[config.mk]
export PLATFORM = sky130hd
export DESIGN_NAME = uart_line_buffer_unit
export DESIGN_NICKNAME = d
export VERILOG_FILES = /design/src/rtl/core/ulb_pkg.sv /design/src/rtl/core/ulb_front.sv /design/src/rtl/core/ulb_back.sv /design/src/rtl/core/uart_line_buffer_unit.sv
export SDC_FILE = /design/constraint.sdc
export NUM_CORES = 1
export LEC_CHECK = 0
export BUFFER_PORTS_ARGS = -buffer_cell sky130_fd_sc_hd__buf_2
export CORE_UTILIZATION = 40
export DETAILED_ROUTE_END_ITERATION = 8
export SLEW_MARGIN = 20
export SYNTH_ARGS = -nofsm -noshare
export SYNTH_HDL_FRONTEND = slang
export SYNTH_SLANG_ARGS = --single-unit
[constraint.sdc]
create_clock -name clk -period 3.7 [get_ports clk]
set_input_delay 0.185 -clock clk [delete_from_list [all_inputs] [get_ports clk]]
set_output_delay 0.185 -clock clk [all_outputs]
set_load 0.01 [all_outputs]
[src/rtl/core/ulb_pkg.sv]
`timescale 1ns / 1ps
package ulb_pkg;

  localparam int LINE_DEPTH_DEF = 16;
  localparam int MAX_RUN        = 16;

  localparam logic [7:0] CH_CR  = 8'h0D;
  localparam logic [7:0] CH_LF  = 8'h0A;
  localparam logic [7:0] CH_NUL = 8'h00;

  typedef enum logic [1:0] {
    MODE_RX      = 2'd0,
    MODE_TX_DONE = 2'd1,
    MODE_LOAD    = 2'd2,
    MODE_GET     = 2'd3
  } mode_t;

  typedef enum logic [1:0] {
    ST_IDLE = 2'd0,
    ST_RX   = 2'd1,
    ST_DONE = 2'd2,
    ST_TX   = 2'd3
  } status_t;

  typedef enum logic [1:0] {
    B_IDLE = 2'd0,
    B_READ = 2'd1,
    B_EMIT = 2'd2
  } back_state_t;

  // Classified request as it sits in the queue
  typedef struct packed {
    mode_t      mode;
    logic [7:0] data;
    logic       last;
    logic       term;
  } op_t;

  // One result item
  typedef struct packed {
    status_t    status;
    logic       rx_enabled;
    logic       tx_valid;
    logic [7:0] tx_byte;
    logic       accepted;
    logic       read_valid;
    logic [7:0] read_byte;
    logic       read_last;
  } result_t;

endpackage

[src/rtl/core/ulb_front.sv]
`timescale 1ns / 1ps
module ulb_front (
  input  logic             clk,
  input  logic             rst_n,
  input  logic             in_valid,
  output logic             in_stall,
  input  logic [1:0]       in_mode,
  input  logic [7:0]       in_data,
  input  logic             in_last,
  output logic             q_valid,
  output ulb_pkg::op_t     q_op,
  input  logic             q_pop
);

  ulb_pkg::op_t ent_r [2];
  logic         wr_ptr_r, wr_ptr_nxt;
  logic         rd_ptr_r, rd_ptr_nxt;
  logic [1:0]   count_r, count_nxt;
  logic         push;
  ulb_pkg::op_t op_in;

  // classify the incoming request
  always_comb begin
    op_in.mode = ulb_pkg::mode_t'(in_mode);
    op_in.data = in_data;
    op_in.last = in_last;
    op_in.term = (in_data == ulb_pkg::CH_CR) || (in_data == ulb_pkg::CH_LF) ||
                 (in_data == ulb_pkg::CH_NUL);
  end

  assign in_stall = (count_r == 2'd2);
  assign push     = in_valid && !in_stall;
  assign q_valid  = (count_r != 2'd0);
  assign q_op     = ent_r[rd_ptr_r];

  // two-entry queue pointers
  always_comb begin
    wr_ptr_nxt = push  ? ~wr_ptr_r : wr_ptr_r;
    rd_ptr_nxt = q_pop ? ~rd_ptr_r : rd_ptr_r;
    count_nxt  = count_r + {1'b0, push} - {1'b0, q_pop};
  end

  always_ff @(posedge clk) begin
    if (!rst_n) begin
      wr_ptr_r <= 1'b0;
      rd_ptr_r <= 1'b0;
      count_r  <= 2'd0;
    end else begin
      wr_ptr_r <= wr_ptr_nxt;
      rd_ptr_r <= rd_ptr_nxt;
      count_r  <= count_nxt;
    end
  end

  // queue payload, no reset
  always_ff @(posedge clk) begin
    if (push) begin
      ent_r[wr_ptr_r] <= op_in;
    end
  end

endmodule

[src/rtl/core/ulb_back.sv]
`timescale 1ns / 1ps
module ulb_back #(
  parameter int LINE_DEPTH = ulb_pkg::LINE_DEPTH_DEF
) (
  input  logic              clk,
  input  logic              rst_n,
  input  logic              q_valid,
  input  ulb_pkg::op_t      q_op,
  output logic              q_pop,
  output logic              res_valid,
  output ulb_pkg::result_t  res,
  input  logic              out_stall
);

  localparam int AW = $clog2(LINE_DEPTH);
  localparam int PW = $clog2(LINE_DEPTH + 1);

  logic [7:0]             line_mem_r [LINE_DEPTH];
  logic [7:0]             rd_data_r;

  ulb_pkg::back_state_t   bstate_r, bstate_nxt;
  ulb_pkg::status_t       stat_r, stat_nxt;
  logic                   rxon_r, rxon_nxt;
  logic [PW-1:0]          pos_r, pos_nxt;
  logic [PW-1:0]          lc_r, lc_nxt;
  logic [AW-1:0]          rd_addr_r, rd_addr_nxt;
  logic [AW-1:0]          last_addr_r, last_addr_nxt;
  logic                   run_r, run_nxt;
  logic                   acc_r, acc_nxt;
  logic                   out_valid_r, out_valid_nxt;
  ulb_pkg::result_t       out_res_r, out_res_nxt;

  // decoded effect of the request at the head of the queue
  ulb_pkg::status_t       ex_stat;
  logic                   ex_rxon;
  logic [PW-1:0]          ex_pos;
  logic [PW-1:0]          ex_lc;
  logic                   ex_wr;
  logic [AW-1:0]          ex_wr_addr;
  logic                   ex_acc;
  logic                   ex_read;
  logic                   ex_run;
  logic [AW-1:0]          ex_rd_addr;
  logic [AW-1:0]          ex_last_addr;
  logic [PW-1:0]          pos_inc;

  logic                   slot_free;
  logic                   go;
  logic                   emit_done;
  logic                   run_end;
  logic                   rd_en;

  assign slot_free = !out_valid_r || !out_stall;
  assign go        = (bstate_r == ulb_pkg::B_IDLE) && q_valid && slot_free;
  assign emit_done = (bstate_r == ulb_pkg::B_EMIT) && slot_free;
  assign run_end   = !run_r || (rd_addr_r == last_addr_r);
  assign pos_inc   = pos_r + 1'b1;

  // request execution against the line state
  always_comb begin
    ex_stat      = stat_r;
    ex_rxon      = rxon_r;
    ex_pos       = pos_r;
    ex_lc        = lc_r;
    ex_wr        = 1'b0;
    ex_wr_addr   = '0;
    ex_acc       = 1'b0;
    ex_read      = 1'b0;
    ex_run       = 1'b0;
    ex_rd_addr   = '0;
    ex_last_addr = '0;
    case (q_op.mode)
      ulb_pkg::MODE_RX: begin
        if (rxon_r) begin
          case (stat_r)
            ulb_pkg::ST_IDLE: begin
              if (!q_op.term) begin
                ex_lc      = '0;
                ex_wr      = 1'b1;
                ex_wr_addr = '0;
                ex_pos     = PW'(1);
                ex_stat    = ulb_pkg::ST_RX;
              end
            end
            ulb_pkg::ST_RX: begin
              if (!q_op.term && (pos_r < PW'(LINE_DEPTH))) begin
                ex_wr      = 1'b1;
                ex_wr_addr = AW'(pos_r);
                ex_pos     = pos_inc;
              end else begin
                ex_stat = ulb_pkg::ST_DONE;
                ex_rxon = 1'b0;
              end
            end
            default: begin
              ex_rxon = 1'b0;
            end
          endcase
        end
      end
      ulb_pkg::MODE_TX_DONE: begin
        if (stat_r == ulb_pkg::ST_TX) begin
          if (pos_inc < lc_r) begin
            ex_pos     = pos_inc;
            ex_read    = 1'b1;
            ex_rd_addr = AW'(pos_inc);
          end else begin
            ex_stat = ulb_pkg::ST_IDLE;
            ex_rxon = 1'b1;
            ex_lc   = '0;
            ex_pos  = '0;
          end
        end
      end
      ulb_pkg::MODE_LOAD: begin
        // refused outside idle, and an empty string is refused
        if ((stat_r == ulb_pkg::ST_IDLE) &&
            !((q_op.data == ulb_pkg::CH_NUL) && (lc_r == '0))) begin
          ex_acc = 1'b1;
          if (q_op.data != ulb_pkg::CH_NUL) begin
            if (lc_r < PW'(LINE_DEPTH)) begin
              ex_wr      = 1'b1;
              ex_wr_addr = AW'(lc_r);
              ex_lc      = lc_r + 1'b1;
            end
          end
          if ((q_op.data == ulb_pkg::CH_NUL) || q_op.last) begin
            ex_stat    = ulb_pkg::ST_TX;
            ex_rxon    = 1'b0;
            ex_pos     = '0;
            ex_read    = 1'b1;
            ex_rd_addr = '0;
          end
        end
      end
      ulb_pkg::MODE_GET: begin
        if (stat_r == ulb_pkg::ST_DONE) begin
          ex_stat    = ulb_pkg::ST_IDLE;
          ex_rxon    = 1'b1;
          ex_pos     = '0;
          ex_acc     = 1'b1;
          ex_read    = 1'b1;
          ex_run     = 1'b1;
          ex_rd_addr = '0;
          // readout stops after the run limit
          if (pos_r == '0) begin
            ex_last_addr = '0;
          end else if (32'(pos_r) > ulb_pkg::MAX_RUN) begin
            ex_last_addr = AW'(ulb_pkg::MAX_RUN - 1);
          end else begin
            ex_last_addr = AW'(pos_r - 1'b1);
          end
        end
      end
      default: begin
        ex_stat = stat_r;
      end
    endcase
  end

  // sequencer next state
  always_comb begin
    bstate_nxt = bstate_r;
    case (bstate_r)
      ulb_pkg::B_IDLE: begin
        if (go && ex_read) begin
          bstate_nxt = ulb_pkg::B_READ;
        end
      end
      ulb_pkg::B_READ: begin
        bstate_nxt = ulb_pkg::B_EMIT;
      end
      ulb_pkg::B_EMIT: begin
        if (slot_free) begin
          bstate_nxt = run_end ? ulb_pkg::B_IDLE : ulb_pkg::B_READ;
        end
      end
      default: begin
        bstate_nxt = ulb_pkg::B_IDLE;
      end
    endcase
  end

  // sequencer outputs and register updates
  always_comb begin
    q_pop         = go;
    rd_en         = (bstate_r == ulb_pkg::B_READ);
    stat_nxt      = stat_r;
    rxon_nxt      = rxon_r;
    pos_nxt       = pos_r;
    lc_nxt        = lc_r;
    rd_addr_nxt   = rd_addr_r;
    last_addr_nxt = last_addr_r;
    run_nxt       = run_r;
    acc_nxt       = acc_r;
    out_valid_nxt = out_valid_r && out_stall;
    out_res_nxt   = out_res_r;
    if (go) begin
      stat_nxt      = ex_stat;
      rxon_nxt      = ex_rxon;
      pos_nxt       = ex_pos;
      lc_nxt        = ex_lc;
      rd_addr_nxt   = ex_rd_addr;
      last_addr_nxt = ex_last_addr;
      run_nxt       = ex_run;
      acc_nxt       = ex_acc;
      if (!ex_read) begin
        out_valid_nxt          = 1'b1;
        out_res_nxt            = '0;
        out_res_nxt.status     = ex_stat;
        out_res_nxt.rx_enabled = ex_rxon;
        out_res_nxt.accepted   = ex_acc;
      end
    end
    if (emit_done) begin
      out_valid_nxt          = 1'b1;
      out_res_nxt            = '0;
      out_res_nxt.status     = stat_r;
      out_res_nxt.rx_enabled = rxon_r;
      out_res_nxt.accepted   = acc_r;
      if (run_r) begin
        out_res_nxt.read_valid = 1'b1;
        out_res_nxt.read_byte  = rd_data_r;
        out_res_nxt.read_last  = run_end;
        rd_addr_nxt            = rd_addr_r + 1'b1;
      end else begin
        out_res_nxt.tx_valid = 1'b1;
        out_res_nxt.tx_byte  = rd_data_r;
      end
    end
  end

  always_ff @(posedge clk) begin
    if (!rst_n) begin
      bstate_r    <= ulb_pkg::B_IDLE;
      stat_r      <= ulb_pkg::ST_IDLE;
      rxon_r      <= 1'b1;
      pos_r       <= '0;
      lc_r        <= '0;
      run_r       <= 1'b0;
      out_valid_r <= 1'b0;
    end else begin
      bstate_r    <= bstate_nxt;
      stat_r      <= stat_nxt;
      rxon_r      <= rxon_nxt;
      pos_r       <= pos_nxt;
      lc_r        <= lc_nxt;
      run_r       <= run_nxt;
      out_valid_r <= out_valid_nxt;
    end
  end

  // payload registers
  always_ff @(posedge clk) begin
    rd_addr_r   <= rd_addr_nxt;
    last_addr_r <= last_addr_nxt;
    acc_r       <= acc_nxt;
    out_res_r   <= out_res_nxt;
  end

  // line store: one write port, one registered read port
  always_ff @(posedge clk) begin
    if (go && ex_wr) begin
      line_mem_r[ex_wr_addr] <= q_op.data;
    end
    if (rd_en) begin
      rd_data_r <= line_mem_r[rd_addr_r];
    end
  end

  assign res_valid = out_valid_r;
  assign res       = out_res_r;

endmodule

[src/rtl/core/uart_line_buffer_unit.sv]
`timescale 1ns / 1ps
// Half-duplex UART line buffer: one store of LINE_DEPTH bytes collects a
// received line (ended by CR, LF, NUL or a full store) or holds a send string
// that is handed out byte by byte on transmit-done requests. Requests enter a
// two-entry queue and are executed one at a time, so a request passes the
// queue and the output register on its way to its result. Requests with no
// stored byte in the result give it in the cycle after reaching the executor;
// a transmit byte passes address, store read and output register; a get
// readout reads then emits each character, up to sixteen, paced by the
// single registered read port of the line store and held by output stalls.
// The output register lets the queue keep filling while a result waits.
module uart_line_buffer_unit #(
  parameter int LINE_DEPTH = ulb_pkg::LINE_DEPTH_DEF
) (
  input  logic       clk,
  input  logic       rst_n,
  input  logic       in_valid,
  output logic       in_stall,
  input  logic [1:0] in_mode,
  input  logic [7:0] in_data,
  input  logic       in_last,
  output logic       out_valid,
  input  logic       out_stall,
  output logic [1:0] out_status,
  output logic       out_rx_enabled,
  output logic       out_tx_valid,
  output logic [7:0] out_tx_byte,
  output logic       out_accepted,
  output logic       out_read_valid,
  output logic [7:0] out_read_byte,
  output logic       out_read_last
);

  logic             q_valid;
  logic             q_pop;
  ulb_pkg::op_t     q_op;
  ulb_pkg::result_t res;

  ulb_front u_front (
    .clk      (clk),
    .rst_n    (rst_n),
    .in_valid (in_valid),
    .in_stall (in_stall),
    .in_mode  (in_mode),
    .in_data  (in_data),
    .in_last  (in_last),
    .q_valid  (q_valid),
    .q_op     (q_op),
    .q_pop    (q_pop)
  );

  ulb_back #(
    .LINE_DEPTH (LINE_DEPTH)
  ) u_back (
    .clk       (clk),
    .rst_n     (rst_n),
    .q_valid   (q_valid),
    .q_op      (q_op),
    .q_pop     (q_pop),
    .res_valid (out_valid),
    .res       (res),
    .out_stall (out_stall)
  );

  // result fields onto their ports
  assign out_status     = res.status;
  assign out_rx_enabled = res.rx_enabled;
  assign out_tx_valid   = res.tx_valid;
  assign out_tx_byte    = res.tx_byte;
  assign out_accepted   = res.accepted;
  assign out_read_valid = res.read_valid;
  assign out_read_byte  = res.read_byte;
  assign out_read_last  = res.read_last;

endmodule

# == Yosys cells after proc, flatten, opt, wreduce, memory -nomap -nowiden ==
# Memory sizes are Yosys's and may differ from the RTL's. A register that Yosys moved wholly into a read port is not among the register bits.
# Cells that the tools add are included.
# totals
regBits,53
mem_bits_rw,152
inputBits,15
wordCells,188
memories,2
# classes
addsub,6
order_cmp,4
n_eq_ne,28
n_mux,86
n_bitwise,4
n_reduce_logical,37
# mem_list
name,words,word_bits,rd,rd_clocked_by_memory_dff,write_ports,line,text
u_back.line_mem_r,16,8,1,1,1,ulb_back.sv:18,logic [7:0] line_mem_r [LINE_DEPTH];
u_front.ent_r,2,12,1,1,1,ulb_front.sv:15,ulb_pkg::op_t ent_r [2];
# ops
cell,n
$mux W5,16
$mux W23,3
$mux W4,13
$mux W1,29
$mux W2,10
$pmux W5 S4,1
$ne A2 B1 Y1 const B,9
$eq A8 B4 Y1 const B,2
$logic_not A8 Y1,2
$pmux W5 S3,1
$eq A2 B2 Y1 const B,6
$add A5 B1 Y5 const B,2
$logic_and A1 B1 Y1,10
$logic_not A5 Y1,2
$lt A5 B5 Y1 const B,2
$mux W10,1
$pmux W5 S2,1
$reduce_and A10 Y1,1
$mux W9,1
$reduce_and A9 Y1,1
$ne A2 B2 Y1 const B,4
$pmux W1 S2,4
$pmux W2 S4,1
$pmux W4 S2,1
other kinds (23),42

# == Logic depth before layout (Yosys ltp) ==
# Gate-level depths: netlist (run 1).
# depth
depth_word,9
ltp_mapped,11
ltp_nobuf,10

# == Hierarchy ==
# Synthesis (run 1) repeated with hierarchy kept, for this count alone.
# hier_totals
cells_unflattened,589
hier_area_um2,9162.5
# modules_own_cells
module,n_inst,cells_each,area_per_inst_um2,seq_area_each_um2
ulb_back,1,520,8032.7,5345.1
ulb_front,1,69,1129.8,820.8

# == Least setup slack after synthesis (run 1) ==
# Ideal clock, no wire load.
# synth_timing
kind,register -> register
from,reg u_back.pos_r[0]
to,"reg u_back.out_res_r, in the netlist u_back.res[0] (enable)"
setup_time_ns,0.380
t_arrival_ns,2.615
required_time_ns,3.320
path_slack_ns,0.706
stages_incl_launch_ff,11
n_path_buf,1
period_less_slack_ns,2.994
path_cell_list,dfxtp_1 > buf_2 > inv_1 > ha_1 > ha_1 > a21boi_0 > o2111ai_1 > nand3_1 > o21ai_0 > or3_1 > nand2_1
# synth_between
elab_chain_cells,7
# synth_rtl
item,line,text
from (decl),ulb_back.sv:24,"logic [PW-1:0] pos_r, pos_nxt;"
from (signal assigned),ulb_back.sv:246,pos_r <= pos_nxt;
$add A5 B1 Y5,ulb_back.sv:57,assign pos_inc = pos_r + 1'b1;
$lt A5 B5 Y1,ulb_back.sv:103,if (pos_inc < lc_r) begin
$mux W1,ulb_back.sv:103,
$mux W1,ulb_back.sv:102,if (stat_r == ulb_pkg::ST_TX) begin
$pmux W1 S3,ulb_back.sv:72,case (q_op.mode)
$ne A2 B2 Y1 (no line),--,
$reduce_and A2 Y1 (no line),--,
to (signal assigned),ulb_back.sv:258,out_res_r <= out_res_nxt;
to (decl),ulb_back.sv:31,"ulb_pkg::result_t out_res_r, out_res_nxt;"
# Every way passes these cells.
# A chain may end at the register's enable or synchronous reset.

==> impl.org, run 1 <==
** Clocking
- Number of buffers added by the clock tree synthesis step :: 23
- TritonCTS clock tree :: done
- Clock sinks :: 214
- Buffers from clock root to sink, at most :: 3
- Clock-pin slew was measured on the worst setup and hold paths at 0.06 ns.
- Number of H-tree branching levels :: 1
- Gates resized during post-CTS repair numbered 0.
- Clock latency on the worst-skew pair :: 0.51 ns
- Cell at the root of the clock tree :: sky130_fd_sc_hd__clkbuf_16

** Route
- Using the TritonRoute via totals, the vias-per-cell ratio works out to 5.48.
- Before antenna repair, the detailed router went through 9 iterations.
- In the final routed layout, each cell accounts on average for 19.7 µm.
- For this block, the routed nets add up to 18.6 mm of wire.
- The detailed router placed 5165 vias in this run.
- Number of violations reported at the end of detailed-routing iteration 0 :: 449
- The detail route stage leaves a number of antenna-violating nets equal to 0.
- In the routed design, unresolved DRC markers number 4.

** Final layout
- In the final layout, the share of cells above drive strength 1 is 0.237.
- Number of diodes added for antenna fixing :: 0
- Layout Area Growth over Synthesis :: 16.9%
- Total Nets Final :: 671
- Measured on the finished design, the core utilization comes to 0.482.

** STA
- For the pin with the worst max-slew slack, the measured transition is 1.00 ns.
- Clock period minus final worst setup slack :: 3.16 ns
- Setup violations remaining at the end of the flow were counted as 0.
- Setup total negative slack :: 0 ns
- The number of pins exceeding their max-slew limit in the final report came to 0.
- The number of hold violations in the final report is 0.
- Clock skew :: 0.0243 ns
- Setup repair after global routing left no endpoint under its margin.
- Maximum clock frequency :: 317 MHz
- Final cycle utilization of the critical path :: 0.853
- Measured against its own limit, the worst slew margin works out to 0.329.

** Worst setup path
- The worst setup path is of the flop to flop kind.
- Worst setup EP type :: flop
- Worst path cell trace :: buf_4 -> nand2_1 -> o22a_2 -> or4_1 -> o21ai_1 -> nand3_1 -> nor2b_1
- The setup check on the worst reg-to-reg path leaves a slack of 0.54 ns.
- Reg2reg path depth :: 7
- The cell family contributing the most delay on the critical path is simple AND/OR/NAND/NOR gates.
- Endpoint of the lowest-slack register-to-register path :: u_back.line_mem_r[14][0]$_DFFE_PP_
- Stage delay of the slowest cell on the critical path :: 0.70 ns
- At the worst endpoint, the required time is 3.84 ns.
- Startpoint class of the critical path :: flop
- Critical-path cell with the highest stage delay :: sky130_fd_sc_hd__nor2b_1
- In this run the worst path has a maximum fanout of 14.
- Critical path arrival :: 3.29 ns
- Counting both buffers and inverters, the worst setup path holds a total of 1.

** Global route
- The first global-routing pass estimated 29.9 mm of wire.
- Entering global routing, the biggest net connects 33 pins.
- The initial antenna violation count is 0.
- After global routing the overflow that remains totals 0.
- In the global route stage, overall resource usage came out at 0.166.
- The via count of the first global-routing pass came to 5253.

** Pwr
- Power per cell area :: 661 nW/µm²
- Leakage :: 0.00351 µW
- The worst-case IR drop observed on VDD is 0.371 mV.

** Die
- Initial core utilization :: 0.412
- After floorplanning, the core was divided into 54 placement rows.
- Die width :: 153 µm
- Core Area :: 22000 µm²
- Floorplan die area :: 23300 µm²
- Vertical die dimension :: 153 µm
- I/O pin count :: 40

** Hold path
- Worst Hold Depth :: 4
- WHS Endpoint :: u_front.wr_ptr_r$_SDFFE_PN0P_
- In this run the most critical hold path is launched from in_valid.
- Hold Crit Class :: input pin to flop

** Synth
- Yosys Warn Count :: 0
- Synthesized netlist net count :: 601
- Area of the mapped netlist :: 9070 µm²
- In this run, synthesis produced a sequential element count of 214.
- Number of flops mapped to enable cells by yosys :: 188
- Number of cells produced by synthesis :: 575
- After synthesis, the netlist uses 69 different library cells.
- Fraction of post-synthesis cell area in the top cell type by area :: 0.622
- Most used DFF post-synth :: sky130_fd_sc_hd__edfxtp_1
- Ranked by total cell area, the synthesized netlist is headed by sky130_fd_sc_hd__edfxtp_1 (62%), sky130_fd_sc_hd__mux4_2 (9.9%), sky130_fd_sc_hd__dfxtp_1 (5.7%), sky130_fd_sc_hd__a21oi_1 (1.6%), sky130_fd_sc_hd__ha_1 (1.5%).
- The synthesized design spends more area on one cell type than any other, namely sky130_fd_sc_hd__edfxtp_1.
- After synthesis, the share of flip-flops with an asynchronous set or reset is 0.
- Syn Area/Cell :: 15.8 µm²
- The share of the Yosys chip area taken by registers is 0.679.

** Outcome
- Outcome :: finished with violations
- The checks that failed: DRC.

** Job
- Max-cap violations in this run came to 0.

** Place
- Hpwl dp :: 12.8 mm
- Gp weighted congestion :: 0.871
- Port-buffer cells :: 39
[cells in the mapped netlist (2+ instances only)]
cell	n
sky130_fd_sc_hd__o221ai_1	2
sky130_fd_sc_hd__a31oi_1	6
sky130_fd_sc_hd__xnor2_1	7
sky130_fd_sc_hd__xor2_1	5
sky130_fd_sc_hd__dfxtp_1	26
sky130_fd_sc_hd__nand4_1	4
sky130_fd_sc_hd__o2111ai_1	2
sky130_fd_sc_hd__a41oi_1	2
sky130_fd_sc_hd__mux4_2	40
sky130_fd_sc_hd__nor3_1	13
sky130_fd_sc_hd__a32o_1	2
sky130_fd_sc_hd__nor3_2	2
sky130_fd_sc_hd__o21ai_0	21
sky130_fd_sc_hd__nor2b_1	8
sky130_fd_sc_hd__or4_4	2
sky130_fd_sc_hd__o211ai_1	2
sky130_fd_sc_hd__nor4_1	3
sky130_fd_sc_hd__a21o_1	3
sky130_fd_sc_hd__nand3_1	10
sky130_fd_sc_hd__nand2b_1	4
sky130_fd_sc_hd__a21oi_1	29
sky130_fd_sc_hd__nand3b_1	2
sky130_fd_sc_hd__a21boi_0	3
sky130_fd_sc_hd__and2_1	17
sky130_fd_sc_hd__o41ai_1	2
sky130_fd_sc_hd__or2_2	2
sky130_fd_sc_hd__nor2_1	32
sky130_fd_sc_hd__o21a_1	4
sky130_fd_sc_hd__a221oi_1	2
sky130_fd_sc_hd__nand2_1	19
sky130_fd_sc_hd__mux2_2	9
sky130_fd_sc_hd__edfxtp_1	188
sky130_fd_sc_hd__a211oi_1	4
sky130_fd_sc_hd__or4_1	6
sky130_fd_sc_hd__or3_1	5
sky130_fd_sc_hd__mux2i_1	3
sky130_fd_sc_hd__inv_1	19
sky130_fd_sc_hd__ha_1	11
sky130_fd_sc_hd__clkbuf_1	15
sky130_fd_sc_hd__a22oi_1	2
sky130_fd_sc_hd__and3_1	5
sky130_fd_sc_hd__buf_2	5
[layout by cell type (no fill, tap or decap), drive strengths merged, types with 19 or more instances in the layout]
master and n:
a21oi 29, edfxtp 188, clkbuf 29, buf 54, inv 21, nand2 19
nor2 33, o21ai 22, dfxtp 26, mux4 40
[worst reg2reg max path: cells and delay by family, from the launching register on]
family                 cells  cell delay (ns)
DFF                        1             0.48
and+or+nand+nor            4             1.53
buffers and inverters      1             0.27
AOI/OAI and AO/OA          2             0.52
[layer usage]
metal	routed length [µm]	global-route usage	part of all wire
met1	8800	0.237	0.47
met2	8720	0.265	0.47
met3	766	0.0267	0.041
met4	307	0.0443	0.017
met5	0	0	0
[through the flow]
step / instances / hold WS, ns / total power [µW] / worst slack [ns] / cell area [µm²]
2_1_floorplan: 575 / 0.284 / 4110 / 0.706 / 9070
3_3_place_gp: 887 / 0.374 / 4540 / 0.650 / 9650
3_5_place_dp: 887 / 0.384 / 4600 / 0.560 / 9650
4_1_cts: 942 / 0.0704 / 7090 / 0.551 / 10600
5_1_grt: 942 / 0.120 / 7340 / 0.245 / 10600
6_report: 942 / 0.0806 / 7020 / 0.544 / 10600
[repair_timing]
action,CTS,global route
hold buffers,13,0
endpoints found under the hold margin,28,0
setup buffers,0,0
[flip-flops by register name, indices dropped and copies added, names as in the netlist, 4 cells and up, named ones only]
register	count
u_back.line_mem_r	128
u_back.res	23
u_back.pos_r	5
u_back.rd_addr_r	4
u_back.last_addr_r	4
u_front.ent_r	24
u_back.lc_r	5
u_back.rd_data_r	8
[power by group]
group	internal [µW]	switching, µW
clock network	1560	913
logic	465	854
registers	3080	144
[how the worst max path moves through the flow]
| stage | to | slack [ns] | cells after the start |
|---|---|---|---|
| 3_5_place_dp | u_back.line_mem_r[14][1]$_DFFE_PP_ | 0.56 | 7 |
| 5_1_grt | u_back.line_mem_r[14][0]$_DFFE_PP_ | 0.24 | 7 |
| 3_3_place_gp | u_back.line_mem_r[14][1]$_DFFE_PP_ | 0.65 | 7 |
| 6_report | u_back.line_mem_r[14][0]$_DFFE_PP_ | 0.54 | 7 |
| 2_1_floorplan | u_back.res[0]$_SDFFCE_PN0P_ | 0.71 | 10 |
| 4_1_cts | u_back.res[14]$_SDFFCE_PP0P_ | 0.55 | 10 |
[final cells by class]
| class | count | area, µm² |
|---|---|---|
| Fill cell | 1902 | 11400 |
| Clock buffer | 29 | 628 |
| Tap cell | 280 | 350 |
| Inverter | 20 | 75.1 |
| Sequential cell | 214 | 6170 |
| Clock inverter | 13 | 203 |
| Timing Repair Buffer | 67 | 450 |
| Multi-Input combinational cell | 319 | 2740 |
[logic make-up after synthesis]
kind of cell / synth area share
adders and majority gates: 0.0163
muxes: 0.114
AOI/OAI and AO/OA: 0.0702
and+or+nand+nor: 0.0899
xor gates and xnor gates: 0.0116
DFF: 0.679
buffers and inverters: 0.0189
Power figures use the tool's default switching activity.
==> run 2, diff against run 1 <==
Settings changed: ABC_AREA from default to 1.
==> run 2 against run 1 <==
The run now ends clean. First-iteration DRC count up 3.6%. Fmax up 7.5%. Clock power down 14%. Design area up 0.48%. Setup slack better by 0.22 ns.
==> impl.org, run 2 <==
** Worst setup path
- Worst path cell trace :: ha_1 -> nand3_1 -> xor2_1 -> ha_1 -> nand3_1 -> o21bai_1 -> nand3_1 -> inv_1 -> a21oi_1 -> nand3_1 -> nand2_1 -> buf_4
- The slowest stage of the critical path is the sky130_fd_sc_hd__dfxtp_1 cell.
- Critical path arrival :: 3.12 ns (-0.17 ns)
- The number of cells on the worst reg-to-reg path was 12 (+5).
- STA classifies the critical path startpoint as a flop.
- Top delay family on crit path :: adder cells
- CP required :: 3.89 ns (+0.05 ns)
- Counting stages on the worst path, the most repeated cell is sky130_fd_sc_hd__nand3_1.
- R2R Setup Slk :: 0.76 ns (+0.22 ns)
- Worst setup EP type :: flop
- The critical path is of the flop to flop type.
- The endpoint identified for the worst register-to-register timing path is u_back.res[12]$_SDFFCE_PP0P_.
- The buffering stage count on the worst path with inverters included is 2 (+1).
- The startpoint identified for the worst register-to-register timing path is u_back.pos_r[0]$_SDFFE_PN0P_.
- Worst-path fanout max :: 23 (+9)
- Stage delay of the slowest cell on the critical path :: 0.54 ns (-0.16 ns)

** Clocking
- The count of cells resized by post-cts repair came to 0 (unchanged).
- The tree is rooted in a sky130_fd_sc_hd__clkbuf_16.
- The level count of the clock H-tree is 1 (unchanged).
- The maximum buffer depth of the clock tree was 3 (unchanged).
- The clock-pin transition on the worst setup and hold timing paths is 0.06 ns (about the same).
- The number of sinks handled by clock tree synthesis was 214 (unchanged).
- The clock insertion delay at the later pin of the skew report came to 0.51 ns (about the same).
- TritonCTS built the clock tree.
- The number of buffers created by CTS is 23 (unchanged).

** Route
- WL/cell :: 16.7 µm (-15%)
- The mean number of vias per cell was 5.11 (-6.8%).
- The length of the first detailed-routing pass in iterations was 5 (-4).
- Residual DRC count :: 0 (-4)
- The routed via count came to 6053 (+17%).
- The DRC marker count from the first detailed-route iteration is 465 (+3.6%).
- DRT antenna net count :: 0 (unchanged)
- The total routed wirelength was 19.8 mm (+6.6%).

** Hold path
- In this run the worst hold path is classified as input pin to flop.
- WHS Endpoint :: u_back.pos_r[0]$_SDFFE_PN0P_
- The worst hold path begins at rst_n.
- Worst Hold Depth :: 3 (-1)

** STA
- The final critical path time including I/O delays and setup was 2.94 ns (-0.221 ns).
- Final cycle utilization of the critical path :: 0.793 (-0.0596)
- The highest attainable clock frequency came to 341 MHz (+7.5%).
- The total of endpoints with negative setup slack in the final report came to 0 (unchanged).
- The post-route worst hold slack is 0.0416 ns (-0.0390 ns).
- Final Slew Violations :: 0 (unchanged)
- Clock skew :: 0.0154 ns (-0.00892 ns)
- Setup repair after global routing missed its margin :: false
- The worst setup margin is 0.765 ns (+0.221 ns).
- The total negative slack for setup checks was 0 ns (unchanged).
- The remaining max-slew budget at the tightest pin came to 0.479 (+0.150).
- The number of hold violations in the final report came to 0 (unchanged).
- The transition at the pin with the smallest max-transition slack is 0.778 ns (-0.225 ns).

** Synth
- The synthesized netlist cell count was 823 (+43%).
- The number of register bits inferred by synthesis was 214 (unchanged).
- Synthesized netlist net count :: 849 (+41%)
- Ranking of synthesized cells by area :: sky130_fd_sc_hd__edfxtp_1 (61%), sky130_fd_sc_hd__dfxtp_1 (5.6%), sky130_fd_sc_hd__nor2_1 (4.7%), sky130_fd_sc_hd__nand2_1 (4.5%), sky130_fd_sc_hd__inv_1 (3.4%)
- The distinct cell type count after synthesis came to 39 (-43%).
- Among all cell types in the netlist, the one instantiated most often is sky130_fd_sc_hd__edfxtp_1.
- The average cell area after synthesis was 11.3 µm² (-29%).
- The post-synthesis instance area is 9280 µm² (+2.3%).
- For this run, the leading register cell type out of synthesis is sky130_fd_sc_hd__edfxtp_1.
- Top cells by instance count after synthesis :: sky130_fd_sc_hd__edfxtp_1 (188), sky130_fd_sc_hd__nor2_1 (117), sky130_fd_sc_hd__nand2_1 (111)
- Share of flip-flops with an asynchronous set or reset :: 0 (unchanged)
- The number of synthesized flops with an enable pin came to 188 (unchanged).
- Yosys Warn Count :: 0 (unchanged)
- Cell type with the largest total area after synthesis :: sky130_fd_sc_hd__edfxtp_1
- Fraction of post-synthesis cell area in the top cell type by area :: 0.608 (-0.0139)
- The sequential element share of the synthesized area is 0.664 (-0.0152).

** Final layout
- Number of diodes added for antenna fixing :: 0 (unchanged)
- Leading cell type in the layout, fill and taps excluded :: sky130_fd_sc_hd__edfxtp_1
- Total Nets Final :: 911 (+36%)
- The number of flip-flops in the largest register was 128 (unchanged).
- The share of cells above drive strength 1 came to 0.126 (-0.112).
- Compared with the post-synthesis result, the final layout area differs by 14.9%.
- Register ranked first by flip-flop count :: u_back.line_mem_r
- The filler cell count in the final layout came to 2060 (+8.3%).
- Commonest non-fill, non-tap cells in the layout :: sky130_fd_sc_hd__edfxtp_1 (188), sky130_fd_sc_hd__nor2_1 (115), sky130_fd_sc_hd__nand2_1 (111)
- Sequential standard cell area :: 6170 µm² (about the same)
- The area occupied by multi-input gates came to 2660 µm² (-3.0%).

** Die
- Die width :: 154 µm (+1.1%)
- Core Area :: 22700 µm² (+3.1%)
- Vertical die dimension :: 154 µm (+1.1%)
- The starting density of the core is 0.409 (-0.00325).
- Number of core rows :: 55 (+1.9%)
- The boundary pin count came to 40 (unchanged).
- Floorplan die area :: 23800 µm² (+2.3%)

** Place
- The pre-CTS setup slack is 0.775 ns (+0.215 ns).
- The number of input and output port buffers inserted was 39 (unchanged).
- Gp weighted congestion :: 0.881 (+1.2%)
- The final HPWL from detailed placement was 13.2 mm (+3.8%).

** Pwr
- Leakage :: 0.00398 µW (+13%)
- Max rail drop VDD :: 0.293 mV (-21%)
- Power per cell area :: 706 nW/µm² (+6.8%)

** Global route
- The global-route wire length before repair is 31.3 mm (+4.5%).
- Largest net degree at the start of global routing :: 49 (+48%)
- The via count of the first global-routing pass is 5707 (+8.6%).
- The initial antenna violation count was 1 (+1).
- Overall global routing resource usage :: 0.169 (+0.00303)
- Total congestion overflow :: 0 (unchanged)

** Job
- The number of violations of the max-capacitance limit is 0 (unchanged).

** Outcome
- Outcome :: finished clean
-- run 2: how the worst max path moves through the flow --
stage | slack (ns) | to | start | cells after the start
floorplan | 0.83 | u_back.res[0]$_SDFFCE_PN0P_ | u_back.pos_r[0]$_SDFFE_PN0P_ | 12
global placement | 0.80 | u_back.res[6]$_SDFFCE_PN0P_ | u_back.pos_r[0]$_SDFFE_PN0P_ | 12
detailed placement | 0.77 | u_back.res[15]$_SDFFCE_PP0P_ | u_back.pos_r[0]$_SDFFE_PN0P_ | 12
CTS | 0.75 | u_back.res[12]$_SDFFCE_PP0P_ | u_back.pos_r[0]$_SDFFE_PN0P_ | 12
global route | 0.47 | u_back.res[12]$_SDFFCE_PP0P_ | u_back.pos_r[0]$_SDFFE_PN0P_ | 12
finish | 0.76 | u_back.res[12]$_SDFFCE_PP0P_ | u_back.pos_r[0]$_SDFFE_PN0P_ | 12
-- run 2: stage by stage --
step / cell area (µm²) / power [µW] / cells / utilization
after floorplan: 9280 / 4760 / 823 / -
after global placement: 9840 / 5410 / 1133 / 0.433
after detailed placement: 9840 / 5440 / 1133 / 0.433
after CTS: 10700 / 7580 / 1185 / 0.469
after global routing: 10700 / 7970 / 1185 / 0.470
final: 10700 / 7530 / 1185 / 0.470
-- run 2: tightest hold or removal path, delay by kind of cell --
kind,cells,cell delay [ns]
buffers and inverters,1,0.20
and+or+nand+nor,2,0.13
-- run 2: report_power, final --
| part | switching (µW) | leakage [µW] | total [µW] | internal (µW) |
|---|---|---|---|---|
| clock | 881 | 0.000341 | 2130 | 1240 |
| sequential | 192 | 0.00193 | 3390 | 3200 |
| combinational | 1410 | 0.00170 | 2020 | 602 |
-- run 2: layer usage --
layer	global-route usage	wire length, µm
met2	0.269	8960
met4	0.0420	369
met3	0.0275	850
met5	0	20
met1	0.242	9620
-- run 2: area by class of cell --
cell class,count,area share
sequential,214,0.579
multi-input combinational,486,0.249
clock buffer,29,0.0580
timing repair buffer,67,0.0408
tap,285,0.0334
inverter,93,0.0327
clock inverter,11,0.00751
-- run 2: logic make-up after synthesis --
group	share of synthesized area
flops	0.664
buf+inv	0.0508
xor+xnor	0.0113
simple gates	0.140
fa+ha+maj	0.0148
compound gates	0.0921
mux	0.0270
-- run 2: what timing repair did --
action,CTS,global route
endpoints found under the hold margin,23,0
buffers inserted,0,0
hold buffers,12,0
